==> config.mk <==
export PLATFORM = sky130hd
export DESIGN_NAME = least_load_gate_selector_core
export DESIGN_NICKNAME = d
export VERILOG_FILES = /design/src/sv/llgs_pkg.sv /design/src/sv/llgs_ram.sv /design/src/sv/llgs_seq.sv /design/src/sv/least_load_gate_selector_core.sv
export VERILOG_INCLUDE_DIRS = /design/src /design/src/sv
export SDC_FILE = /design/constraint.sdc
export NUM_CORES = 1
export LEC_CHECK = 0
export ABC_AREA = 1
export BUFFER_PORTS_ARGS = -buffer_cell sky130_fd_sc_hd__buf_2
export CORE_ASPECT_RATIO = 0.8
export CORE_MARGIN = 4
export CORE_UTILIZATION = 40
export DETAILED_ROUTE_END_ITERATION = 12
export GPL_ROUTABILITY_DRIVEN = 1
export PLACE_DENSITY = 0.66
export SETUP_SLACK_MARGIN = 0.15
export SYNTH_ARGS = -nofsm -noshare
export SYNTH_HDL_FRONTEND = slang
export SYNTH_SLANG_ARGS = --single-unit
==> constraint.sdc <==
create_clock -name aclk -period 16.16 [get_ports aclk]
set_input_delay 1.616 -clock aclk [delete_from_list [all_inputs] [get_ports aclk]]
set_output_delay 1.616 -clock aclk [all_outputs]
set_load 0.01 [all_outputs]
==> src/sv/least_load_gate_selector_core_assert.svh <==
// assertion macros shared by the selector rtl
`ifndef LEAST_LOAD_GATE_SELECTOR_CORE_ASSERT_SVH
`define LEAST_LOAD_GATE_SELECTOR_CORE_ASSERT_SVH

// condition that holds at every clock edge out of reset
`define LLGS_ASSERT_ALWAYS(label, expr, msg) \
    label: assert property (@(posedge aclk) disable iff (!aresetn) (expr)) else $error(msg);

// antecedent in one cycle implies consequent in the next
`define LLGS_ASSERT_NEXT(label, ante, cons, msg) \
    label: assert property (@(posedge aclk) disable iff (!aresetn) (ante) |=> (cons)) \
        else $error(msg);

`endif

==> src/sv/llgs_pkg.sv <==
// types and constants of the least-load selector
`default_nettype none

package llgs_pkg;

    localparam int TABLE_DEPTH = 16;
    localparam int ADDR_W      = (TABLE_DEPTH > 1) ? $clog2(TABLE_DEPTH) : 1;
    localparam int CNT_W       = $clog2(TABLE_DEPTH + 1);

    localparam int MODE_W   = 2;
    localparam int HANDLE_W = 16;
    localparam int PORT_W   = 16;
    localparam int LOAD_W   = 24;
    localparam int CONN_W   = 20;
    localparam int STATUS_W = 2;

    typedef enum logic [MODE_W-1:0] {
        MODE_SET = 2'd0,
        MODE_DEL = 2'd1,
        MODE_UPD = 2'd2,
        MODE_REQ = 2'd3
    } mode_t;

    typedef enum logic [STATUS_W-1:0] {
        ST_OK        = 2'd0,
        ST_NO_SERVER = 2'd1,
        ST_NOT_FOUND = 2'd2,
        ST_FULL      = 2'd3
    } status_t;

    typedef enum logic [2:0] {
        S_IDLE,
        S_MOD,
        S_LOOK,
        S_SCAN,
        S_SHIFT,
        S_DONE
    } state_t;

    typedef struct packed {
        logic [HANDLE_W-1:0] handle;
        logic [PORT_W-1:0]   port;
        logic [LOAD_W-1:0]   load;
    } entry_t;

    localparam int ENTRY_W = $bits(entry_t);

    typedef struct packed {
        status_t             status;
        logic [CONN_W-1:0]   reply_conn;
        logic [HANDLE_W-1:0] handle;
        logic [PORT_W-1:0]   port;
        logic [LOAD_W-1:0]   load;
    } result_t;

    typedef struct packed {
        logic              rd_en;
        logic [ADDR_W-1:0] rd_addr;
        logic              wr_en;
        logic [ADDR_W-1:0] wr_addr;
        entry_t            wr_data;
    } ram_cmd_t;

endpackage

`default_nettype wire

==> src/sv/llgs_ram.sv <==
// simple dual-port ram, one write and one registered read per cycle
`default_nettype none

module llgs_ram #(
    parameter int WIDTH = 8,
    parameter int DEPTH = 16,
    localparam int AW   = (DEPTH > 1) ? $clog2(DEPTH) : 1
) (
    input  wire logic             aclk,
    input  wire logic             wr_en,
    input  wire logic [AW-1:0]    wr_addr,
    input  wire logic [WIDTH-1:0] wr_data,
    input  wire logic             rd_en,
    input  wire logic [AW-1:0]    rd_addr,
    output logic      [WIDTH-1:0] rd_data
);

    logic [WIDTH-1:0] mem [DEPTH];

    always_ff @(posedge aclk) begin
        if (wr_en) begin
            mem[wr_addr] <= wr_data;
        end
    end

    always_ff @(posedge aclk) begin
        if (rd_en) begin
            rd_data <= mem[rd_addr];
        end
    end

endmodule

`default_nettype wire

==> src/sv/llgs_seq.sv <==
// table sequencer: lookup, delete shift and least-load scan over the entry ram
`default_nettype none
`include "least_load_gate_selector_core_assert.svh"

module llgs_seq (
    input  wire logic                              aclk,
    input  wire logic                              aresetn,
    input  wire logic                              s_valid,
    output logic                                   s_ready,
    input  wire logic [llgs_pkg::MODE_W-1:0]       s_mode,
    input  wire logic [llgs_pkg::HANDLE_W-1:0]     s_gate_handle,
    input  wire logic [llgs_pkg::PORT_W-1:0]       s_gate_port,
    input  wire logic [llgs_pkg::LOAD_W-1:0]       s_gate_load,
    input  wire logic [llgs_pkg::CONN_W-1:0]       s_conn_id,
    output logic                                   res_vld,
    input  wire logic                              res_rdy,
    output llgs_pkg::result_t                      res,
    output llgs_pkg::ram_cmd_t                     ram_cmd,
    input  wire llgs_pkg::entry_t                  rd_data
);

    import llgs_pkg::*;

    state_t              state_reg, state_next;
    mode_t               mode_reg, mode_next;
    logic [HANDLE_W-1:0] handle_reg, handle_next;
    logic [PORT_W-1:0]   port_reg, port_next;
    logic [LOAD_W-1:0]   load_reg, load_next;
    logic [CNT_W-1:0]    cnt_reg, cnt_next;
    logic [CNT_W-1:0]    ptr_reg, ptr_next;
    logic [CNT_W-1:0]    mod_reg, mod_next;
    logic [ADDR_W-1:0]   iss_addr_reg, iss_addr_next;
    logic [CNT_W-1:0]    iss_left_reg, iss_left_next;
    logic                rd_vld_reg, rd_vld_next;
    logic [ADDR_W-1:0]   rd_idx_reg, rd_idx_next;
    logic                best_vld_reg, best_vld_next;
    entry_t              best_reg, best_next;
    logic [ADDR_W-1:0]   best_idx_reg, best_idx_next;
    result_t             res_reg, res_next;

    logic             accept;
    logic             issue;
    logic             look_hit;
    logic             look_end;
    logic             shift_end;
    logic             scan_end;
    logic             mod_done;
    logic             found_last;
    logic [CNT_W-1:0] rd_idx_inc;
    logic [CNT_W-1:0] iss_inc;

    assign s_ready  = (state_reg == S_IDLE);
    assign accept   = s_ready && s_valid;
    assign res_vld  = (state_reg == S_DONE);
    assign res      = res_reg;

    assign rd_idx_inc = CNT_W'(rd_idx_reg) + CNT_W'(1);
    assign iss_inc    = CNT_W'(iss_addr_reg) + CNT_W'(1);
    assign found_last = (rd_idx_inc == cnt_reg);

    assign look_hit  = (state_reg == S_LOOK) && rd_vld_reg && (rd_data.handle == handle_reg);
    assign look_end  = (state_reg == S_LOOK)
                       && (look_hit || ((iss_left_reg == '0) && !rd_vld_reg));
    assign shift_end = (state_reg == S_SHIFT) && (iss_left_reg == '0) && !rd_vld_reg;
    assign scan_end  = (state_reg == S_SCAN) && (iss_left_reg == '0) && !rd_vld_reg;
    assign mod_done  = (state_reg == S_MOD) && (mod_reg < cnt_reg);
    assign issue     = (((state_reg == S_LOOK) && !look_hit) || (state_reg == S_SHIFT)
                        || (state_reg == S_SCAN)) && (iss_left_reg != '0);

    // next state
    always_comb begin
        state_next = state_reg;
        case (state_reg)
            S_IDLE: begin
                if (s_valid) begin
                    if (mode_t'(s_mode) != MODE_REQ) begin
                        state_next = S_LOOK;
                    end else if (cnt_reg == '0) begin
                        state_next = S_DONE;
                    end else begin
                        state_next = S_MOD;
                    end
                end
            end
            S_MOD: begin
                if (mod_done) begin
                    state_next = S_SCAN;
                end
            end
            S_LOOK: begin
                if (look_end) begin
                    if ((mode_reg == MODE_DEL) && look_hit && !found_last) begin
                        state_next = S_SHIFT;
                    end else begin
                        state_next = S_DONE;
                    end
                end
            end
            S_SHIFT: begin
                if (shift_end) begin
                    state_next = S_DONE;
                end
            end
            S_SCAN: begin
                if (scan_end) begin
                    state_next = S_DONE;
                end
            end
            S_DONE: begin
                if (res_rdy) begin
                    state_next = S_IDLE;
                end
            end
            default: state_next = S_IDLE;
        endcase
    end

    // datapath and ram access
    always_comb begin
        mode_next     = mode_reg;
        handle_next   = handle_reg;
        port_next     = port_reg;
        load_next     = load_reg;
        cnt_next      = cnt_reg;
        ptr_next      = ptr_reg;
        mod_next      = mod_reg;
        iss_addr_next = iss_addr_reg;
        iss_left_next = iss_left_reg;
        best_vld_next = best_vld_reg;
        best_next     = best_reg;
        best_idx_next = best_idx_reg;
        res_next      = res_reg;
        rd_vld_next   = issue;
        rd_idx_next   = iss_addr_reg;

        ram_cmd         = '0;
        ram_cmd.rd_en   = issue;
        ram_cmd.rd_addr = iss_addr_reg;

        if (issue) begin
            iss_left_next = iss_left_reg - CNT_W'(1);
            if ((state_reg == S_SCAN) && (iss_inc == cnt_reg)) begin
                iss_addr_next = '0;
            end else begin
                iss_addr_next = ADDR_W'(iss_inc);
            end
        end

        case (state_reg)
            S_IDLE: begin
                if (accept) begin
                    mode_next     = mode_t'(s_mode);
                    handle_next   = s_gate_handle;
                    port_next     = s_gate_port;
                    load_next     = s_gate_load;
                    mod_next      = ptr_reg;
                    iss_addr_next = '0;
                    iss_left_next = cnt_reg;
                    best_vld_next = 1'b0;
                    res_next      = '0;
                    if (mode_t'(s_mode) == MODE_REQ) begin
                        res_next.reply_conn = s_conn_id;
                        if (cnt_reg == '0) begin
                            res_next.status = ST_NO_SERVER;
                        end
                    end
                end
            end
            S_MOD: begin
                // start index is the pointer reduced modulo the entry count
                if (mod_done) begin
                    iss_addr_next = ADDR_W'(mod_reg);
                    iss_left_next = cnt_reg;
                end else begin
                    mod_next = mod_reg - cnt_reg;
                end
            end
            S_LOOK: begin
                if (look_end) begin
                    case (mode_reg)
                        MODE_SET, MODE_UPD: begin
                            ram_cmd.wr_data.handle = handle_reg;
                            ram_cmd.wr_data.load   = load_reg;
                            if (look_hit) begin
                                ram_cmd.wr_en          = 1'b1;
                                ram_cmd.wr_addr        = rd_idx_reg;
                                ram_cmd.wr_data.port   = (mode_reg == MODE_SET) ? port_reg
                                                                                : rd_data.port;
                            end else if (cnt_reg == CNT_W'(TABLE_DEPTH)) begin
                                res_next.status = ST_FULL;
                            end else begin
                                ram_cmd.wr_en          = 1'b1;
                                ram_cmd.wr_addr        = ADDR_W'(cnt_reg);
                                ram_cmd.wr_data.port   = (mode_reg == MODE_SET) ? port_reg
                                                                                : '0;
                                cnt_next               = cnt_reg + CNT_W'(1);
                            end
                        end
                        MODE_DEL: begin
                            if (!look_hit) begin
                                res_next.status = ST_NOT_FOUND;
                            end else if (found_last) begin
                                cnt_next = cnt_reg - CNT_W'(1);
                            end else begin
                                iss_addr_next = ADDR_W'(rd_idx_inc);
                                iss_left_next = cnt_reg - rd_idx_inc;
                            end
                        end
                        default: begin
                        end
                    endcase
                end
            end
            S_SHIFT: begin
                // entry read at index i lands at index i-1
                if (rd_vld_reg) begin
                    ram_cmd.wr_en   = 1'b1;
                    ram_cmd.wr_addr = rd_idx_reg - ADDR_W'(1);
                    ram_cmd.wr_data = rd_data;
                end
                if (shift_end) begin
                    cnt_next = cnt_reg - CNT_W'(1);
                end
            end
            S_SCAN: begin
                if (rd_vld_reg && (!best_vld_reg || (rd_data.load < best_reg.load))) begin
                    best_vld_next = 1'b1;
                    best_next     = rd_data;
                    best_idx_next = rd_idx_reg;
                end
                if (scan_end) begin
                    res_next.handle = best_reg.handle;
                    res_next.port   = best_reg.port;
                    res_next.load   = best_reg.load;
                    ptr_next        = CNT_W'(best_idx_reg) + CNT_W'(1);
                end
            end
            S_DONE: begin
            end
            default: begin
            end
        endcase
    end

    always_ff @(posedge aclk) begin
        if (!aresetn) begin
            state_reg  <= S_IDLE;
            cnt_reg    <= '0;
            ptr_reg    <= '0;
            rd_vld_reg <= 1'b0;
        end else begin
            state_reg  <= state_next;
            cnt_reg    <= cnt_next;
            ptr_reg    <= ptr_next;
            rd_vld_reg <= rd_vld_next;
        end
    end

    always_ff @(posedge aclk) begin
        mode_reg      <= mode_next;
        handle_reg    <= handle_next;
        port_reg      <= port_next;
        load_reg      <= load_next;
        mod_reg       <= mod_next;
        iss_addr_reg  <= iss_addr_next;
        iss_left_reg  <= iss_left_next;
        rd_idx_reg    <= rd_idx_next;
        best_vld_reg  <= best_vld_next;
        best_reg      <= best_next;
        best_idx_reg  <= best_idx_next;
        res_reg       <= res_next;
    end

    `LLGS_ASSERT_ALWAYS(a_cnt_bound, cnt_reg <= CNT_W'(TABLE_DEPTH), "entry count beyond table")
    `LLGS_ASSERT_ALWAYS(a_ptr_bound, ptr_reg <= CNT_W'(TABLE_DEPTH), "pointer beyond table")
    `LLGS_ASSERT_ALWAYS(a_rd_owner,
        !rd_vld_reg || state_reg == S_LOOK || state_reg == S_SHIFT || state_reg == S_SCAN,
        "read data returned outside a walk")

endmodule

`default_nettype wire

==> src/sv/least_load_gate_selector_core.sv <==
// top level of the least-load server selector
`default_nettype none
`include "least_load_gate_selector_core_assert.svh"

// Least-load server selector. A table of up to 16 servers (handle, port, load)
// lives in a single simple dual-port entry ram with a registered read.
// Each input beat sets an entry, deletes one by handle (later entries shift
// down), updates a load (adding the entry with port 0 when absent) or requests
// a server; every input beat gives exactly one result beat. A request scans
// all n entries from the rotating pointer and returns the first least-loaded
// one, then moves the pointer past it; an empty table answers "no server".
// Set, update and delete first look the handle up, the single ram read port
// walking one entry per cycle; a delete hit below the last entry then shifts
// the later entries down. A request first reduces the pointer modulo n, then
// scans the entries, while an empty table answers without a scan. Deletes can
// leave the pointer above n. Items are handled one at a time; a new beat is
// taken whenever the sequencer is idle, even while a result beat waits in the
// output register. After reset no clearing pass is needed: the table is empty.
module least_load_gate_selector_core (
    input  wire logic                              aclk,
    input  wire logic                              aresetn,
    input  wire logic                              s_valid,
    output logic                                   s_ready,
    input  wire logic [llgs_pkg::MODE_W-1:0]       s_mode,
    input  wire logic [llgs_pkg::HANDLE_W-1:0]     s_gate_handle,
    input  wire logic [llgs_pkg::PORT_W-1:0]       s_gate_port,
    input  wire logic [llgs_pkg::LOAD_W-1:0]       s_gate_load,
    input  wire logic [llgs_pkg::CONN_W-1:0]       s_conn_id,
    output logic                                   m_valid,
    input  wire logic                              m_ready,
    output logic [llgs_pkg::STATUS_W-1:0]          m_status,
    output logic [llgs_pkg::CONN_W-1:0]            m_reply_conn,
    output logic [llgs_pkg::HANDLE_W-1:0]          m_chosen_handle,
    output logic [llgs_pkg::PORT_W-1:0]            m_chosen_port,
    output logic [llgs_pkg::LOAD_W-1:0]            m_chosen_load
);

    import llgs_pkg::*;

    // sequencer to output register
    logic     res_vld;
    logic     res_rdy;
    result_t  res;

    // entry ram traffic
    ram_cmd_t ram_cmd;
    entry_t   rd_data;

    // output register, filled from the sequencer result
    logic    m_valid_reg, m_valid_next;
    result_t out_reg, out_next;

    llgs_seq u_seq (
        .aclk          (aclk),
        .aresetn       (aresetn),
        .s_valid       (s_valid),
        .s_ready       (s_ready),
        .s_mode        (s_mode),
        .s_gate_handle (s_gate_handle),
        .s_gate_port   (s_gate_port),
        .s_gate_load   (s_gate_load),
        .s_conn_id     (s_conn_id),
        .res_vld       (res_vld),
        .res_rdy       (res_rdy),
        .res           (res),
        .ram_cmd       (ram_cmd),
        .rd_data       (rd_data)
    );

    llgs_ram #(
        .WIDTH (ENTRY_W),
        .DEPTH (TABLE_DEPTH)
    ) u_ram (
        .aclk    (aclk),
        .wr_en   (ram_cmd.wr_en),
        .wr_addr (ram_cmd.wr_addr),
        .wr_data (ram_cmd.wr_data),
        .rd_en   (ram_cmd.rd_en),
        .rd_addr (ram_cmd.rd_addr),
        .rd_data (rd_data)
    );

    // the register takes a new result when empty or being drained this cycle
    assign res_rdy = !m_valid_reg || m_ready;

    always_comb begin
        m_valid_next = m_valid_reg && !m_ready;
        out_next     = out_reg;
        if (res_vld && res_rdy) begin
            m_valid_next = 1'b1;
            out_next     = res;
        end
    end

    always_ff @(posedge aclk) begin
        if (!aresetn) begin
            m_valid_reg <= 1'b0;
        end else begin
            m_valid_reg <= m_valid_next;
        end
    end

    always_ff @(posedge aclk) begin
        out_reg <= out_next;
    end

    assign m_valid         = m_valid_reg;
    assign m_status        = out_reg.status;
    assign m_reply_conn    = out_reg.reply_conn;
    assign m_chosen_handle = out_reg.handle;
    assign m_chosen_port   = out_reg.port;
    assign m_chosen_load   = out_reg.load;

    // a finished result waits unchanged until the output register frees up
    `LLGS_ASSERT_NEXT(a_res_hold, res_vld && !res_rdy, res_vld && $stable(res),
        "pending result dropped or changed")
    // a transferred result shows on the output in the next cycle
    `LLGS_ASSERT_NEXT(a_res_load, res_vld && res_rdy, m_valid_reg,
        "result beat lost on its way out")
    // a stalled result beat keeps valid and payload until taken
    `LLGS_ASSERT_NEXT(a_out_hold, m_valid_reg && !m_ready, m_valid_reg && $stable(out_reg),
        "output beat dropped or changed while stalled")

endmodule

`default_nettype wire

-- Word level (Yosys, flattened, before mapping)
Memory sizes are Yosys's and may differ from the RTL's. A register that Yosys moved wholly into a read port is not among the register bits.
Cells that the tools add are included.
Widths: inputs -> output; s select.
- logic and storage cells: 182
- register bits: 308
- output and inout bits: 80
- memories: 1
- input port bits: 82
- memory bits (writable): 896
- $lt $le $gt $ge: 2
- add/subtract/negate cells: 9
- equality and inequality tests: 29
- mux-type cells: 65
- reduce and logical (&&, ||, !) cells: 48
- memories (memory ; depth ; bits a word ; rd ports ; clocked after memory_dff ; wr ports ; RTL line ; text):
    u_ram.mem ; 16 ; 56 ; 1 ; 1 ; 1 ; llgs_ram.sv:18 ; logic [WIDTH-1:0] mem [DEPTH];
- operators by type and width (kind ; count):
    $mux 61 ; 3
    $pmux 61 s2 ; 1
    $pmux 56 s2 ; 1
    $mux 5 ; 17
    $mux 78 ; 1
    $mux 16 ; 4
    $mux 56 ; 1
    $mux 4 ; 8
    $pmux 5 s2 ; 3
    $lt 24x24->1 ; 1
    $mux 3 ; 8
    $mux 22 ; 1
    $logic_and 1x1->1 ; 18
    $pmux 3 s6 ; 1
    $eq 16x16->1 ; 1
    $add 4x1->5 const B ; 3
    $ne 3x3->1 const B ; 5
    $pmux 5 s3 ; 1
    $pmux 4 s3 ; 1
    $eq 5x5->1 ; 2
    $logic_not 5->1 ; 2
    $ne 2x1->1 const B ; 5
    $ne 2x2->1 const B ; 5
    $sub 5x1->5 const B ; 2
    other kinds (27) ; 58

-- Logic depth before layout (Yosys ltp)
- depth in word-level cells: 14
- mapped depth: 15
- mapped depth without buffers: 14

-- By module
From an unflattened synthesis, not the netlist that was laid out.
- cell total of the unflattened synthesis: 4896
- area total of the unflattened synthesis: 53714.0 um^2
- by module, submodules not included (module ; area each (um^2) ; seq. area each (um^2) ; cells each ; instances):
    llgs_ram ; 40276.1 ; 28587.4 ; 3688 ; 1
    llgs_seq ; 11044.3 ; 6606.3 ; 1123 ; 1
    least_load_gate_selector_core ; 2393.5 ; 2362.3 ; 85 ; 1

-- Worst setup path after synthesis
Ideal clock, no wire load.
- path kind: in2reg
- start point: input port s_valid
- end point: register u_seq.res_reg (netlist bit u_seq.res[0]), enable pin
- path buffers: 0
- library setup time: 0.415 ns
- required time: 15.745 ns
- arrival time: 6.679 ns
- stages: 4
- setup slack: 9.066 ns
- cell sequence: inv_1 > nor2_1 > inv_1 > nand2_1
- cells in the longest elaborated chain, start to end: 3
- RTL lines (what ; RTL line ; text):
    from (decl) ; least_load_gate_selector_core.sv:22 ; input wire logic s_valid,
    $logic_and 1x1->1 ; llgs_seq.sv:53 ; assign accept = s_ready && s_valid;
    $ne 2x2->1 (no line) ; -- ;
    $reduce_and 3->1 (no line) ; -- ;
    to (signal assigned) ; llgs_seq.sv:271 ; res_reg <= res_next;
    to (decl) ; llgs_seq.sv:39 ; result_t res_reg, res_next;
No other way between the ends.
A chain may end at the register's enable or synchronous reset.

-- Worst setup path in the final report
- start point: register u_ram.rd_data[42], read port of u_ram.mem
- end point: memory u_ram.mem[9][40] (netlist name), enable pin
- cells in the longest elaborated chain, start to end: 8
- elaborated cells between the ends (all ways): 10
- classes of those cells: 1 x eq/ne; 6 x mux; 3 x reduce/logical
- RTL lines (what ; RTL line ; text):
    from (decl) ; llgs_ram.sv:15 ; output logic [WIDTH-1:0] rd_data
    $eq 16x16->1 (*) ; llgs_seq.sv:61 ; assign look_hit = (state_reg == S_LOOK) && rd_vld_reg && (rd_data.handle == handle_reg);
    $logic_and 1x1->1 (*) ; llgs_seq.sv:61 ;
    $mux 5 or $logic_or 1x1->1 (tied branches) ; llgs_seq.sv:184, llgs_seq.sv:63 ;
    $mux 61 or $logic_and 1x1->1 (tied branches) ; llgs_seq.sv:180, llgs_seq.sv:63 ;
    $mux 61 (*) ; llgs_seq.sv:179 ; if (look_end) begin
    $pmux 61 s2 (*) ; llgs_seq.sv:149 ; case (state_reg)
    $mux 1 ; llgs_ram.sv:21 ; if (wr_en) begin
    $mux 1 (implied by the code) ; llgs_ram.sv:22 ; mem[wr_addr] <= wr_data;
    to (decl) ; llgs_ram.sv:18 ;
Mark *: on every way between the ends. The rest lies on a longest branch, timed or not.

==> metrics.txt <==
Lkg Pwr=0.0182 uW; min Tclk post-route=4.96 ns; htree depth=3; clock power share=32.0%; Clock Pin Slew Worst Setup and Hold Paths=0.07 ns; Starting Density=40.3%; worst hold start=u_seq.res[69]; initial antenna violation count=4; most frequent cells in the layout=edfxtp_1, nor2_1, o21ai_0, nand2_1, o221ai_1; core area=0.123 mm^2; CTS Root Cell=clkbuf_16; Mean Syn Cell Area=14.7 um^2; share of cells above drive strength 1=12.4%; DRC=0; reg-to-reg slack, setup=11.20 ns; Die Wd=401 um; crit start category=flop; Clock Latency Late Sink=0.73 ns; clk buf depth=3; crit share post-route=30.7%; cell with the largest stage delay on the worst path=buf_4; Seq pwr share=49.4%; M1 wire length=55.8 mm; first-pass GRT wire length=182 mm; final worst slack=11.20 ns; register area=0.0376 mm^2; initial DRC count=3451; input/output buffers=161; DR WL/cell=23.4 um; post-route ant nets=0; Vias/cell=5.55; First-pass DRT Iterations=5; Die ar.=0.129 mm^2; worst reg-to-reg path cell count=10; Final Hold Vio Count=0; final setup vio count=0; wirelength, routed=122 mm; Yosys reg bits=1260; total grt overflow=0; f_max=0.201 GHz; met2 wire length=52.1 mm; combinational share of power=18.6%; reg2reg start=u_ram.rd_data[42]; via count of the first global-routing pass=27800; Crit Path Category=flop to flop; RSZ-0062 raised after global routing=false; Sinks on Clock Net=1260; CTS tree=done; worst rel slew slack=9.82%; DR vias=29100; Max Cap Viol=0; crit path launch=u_ram.rd_data[42]; Netlist cell types=47; Die Span Y=322 um; WHS Endpoint=m_reply_conn[13]; worst path bufs/invs=1; cell family with most CP delay=simple AND/OR/NAND/NOR gates; Total Neg Setup Slack=0 ns; max reg flops=896; most common cell after layout, fill and taps aside=edfxtp_1; FF-to-FF End=u_ram.mem[9][40]; area leader, netlist=edfxtp_1; WP data arrival=5.29 ns; gr usage total=18.5%; Post-CTS Setup Bufs=0; Highest Signal Layer=met5; largest net degree at the start of global routing=187; nets=3629; NetSw=2550 uW; multi-input combinational cell area=0.0106 mm^2; post-place setup slack=11.47 ns; cts hold-fix bufs=0; Slew Viols, Final=0; Crit. End Element=flop; Num CTS Buffers=116; status=complete, no violations; P_int=5960 uW; skew final=0.0342 ns; CP peak stage delay=0.78 ns; Net Count, Synth=3493; VDD IR-drop max=0.0000955 V; Seq/Total Area, Yosys=76.0%; Synth-to-Final Area Change=12.9%; gp weighted congestion=0.904; worst path cell trace=xnor2_1 -> nand3_1 -> nor2_1 -> nand3_2 -> nand2_2 -> nand3_4 -> o21bai_4 -> nand2_1 -> nor2_4 -> buf_4; Net Sw Frac=30.0%; Worst Path Required=16.49 ns; DP Wirelength=69.6 mm; Yosys warnings=0; Post-Syn Area=0.0494 mm^2; Post-CTS Resized=0; top cells by area, synth=edfxtp_1, mux2i_1, nor2_1; met3 WL=11.9 mm; Hold Crit Class=flop to flop; Post-Synthesis Cells=3370; num rows=115; # diodes=0; Yosys top cell area share=74.9%; worst slew pin tran=1.35 ns; crit-path max FO=40; WHS Path Cells=0; Power Density=153 mW/mm^2; IO Count=162; Layout fillers=10600
-- worst max-delay path by stage --
stage / endpoint / slack (ns) / cells after the start
4_1_cts: u_ram.mem[9][40] / 11.39 / 10
2_1_floorplan: u_seq.res[0] / 9.07 / 4
3_5_place_dp: u_ram.mem[9][39] / 11.47 / 10
6_report: u_ram.mem[9][40] / 11.20 / 10
5_1_grt: u_ram.mem[9][40] / 11.06 / 10
3_3_place_gp: u_ram.mem[9][39] / 11.63 / 10
-- power by group through the flow --
stage                     clock (uW)  combinational, uW  sequential [uW]
after floorplan                    0               1060             4150
after global placement             0               1550             4260
after detailed placement           0               1570             4270
after CTS                       2770               1570             4200
after global routing            2900               1740             4230
final                           2720               1590             4200
-- area by class of cell --
type,instances,area share [%]
clock inverter,76,1.33
inverter,175,1.19
tap,1638,3.68
clock buffer,137,5.35
sequential,1260,67.4
multi-input combinational,1744,18.9
timing repair buffer,209,2.14
-- cell families (layout without fill, tap and decap cells) --
group	count (synthesis)	in the layout	synth area share, %
compound gates	626	626	8.60
buf+inv	366	597	2.94
mux	178	178	3.61
fa+ha+maj	41	41	1.07
xor+xnor	26	26	0.461
flops	1260	1260	76.0
simple gates	873	873	7.32
-- routing by layer --
layer  GRT usage [%]  vias up
met5               0        -
met4            4.15        4
met3            4.39      173
met2            26.7     1334
met1            28.3    14600
li1                -    13000
-- metrics by stage --
step                      utilization [%]  area (um^2)  total power (uW)  instances  hold WS (ns)
after floorplan                         -        49400              5210       3370         0.329
after global placement               42.4        52000              5810       5026         0.400
after detailed placement             42.4        52000              5840       5026         0.405
after CTS                            45.4        55800              8540       5239         0.420
after global routing                 45.4        55800              8870       5239         0.423
final                                45.4        55800              8510       5239         0.418
-- cells in the mapped netlist, drive strengths merged --
cell    count
a22o       25
a211oi      1
nand4       8
nor2      467
xor2       16
nand2     245
o221ai    179
mux2i     178
edfxtp   1232
a21oi      36
clkbuf    128
o211ai     42
o21ai     271
inv       169
o32ai      37
ha         39
xnor2      10
nor3       17
o22ai      29
a31oi       1
clkinv      6
nand3     129
buf        63
dfxtp      28
fa          2
or2         3
nor4        2
nand3b      2
o21bai      3
o21a        2
Note: power is estimated with default switching activity, not from simulation.
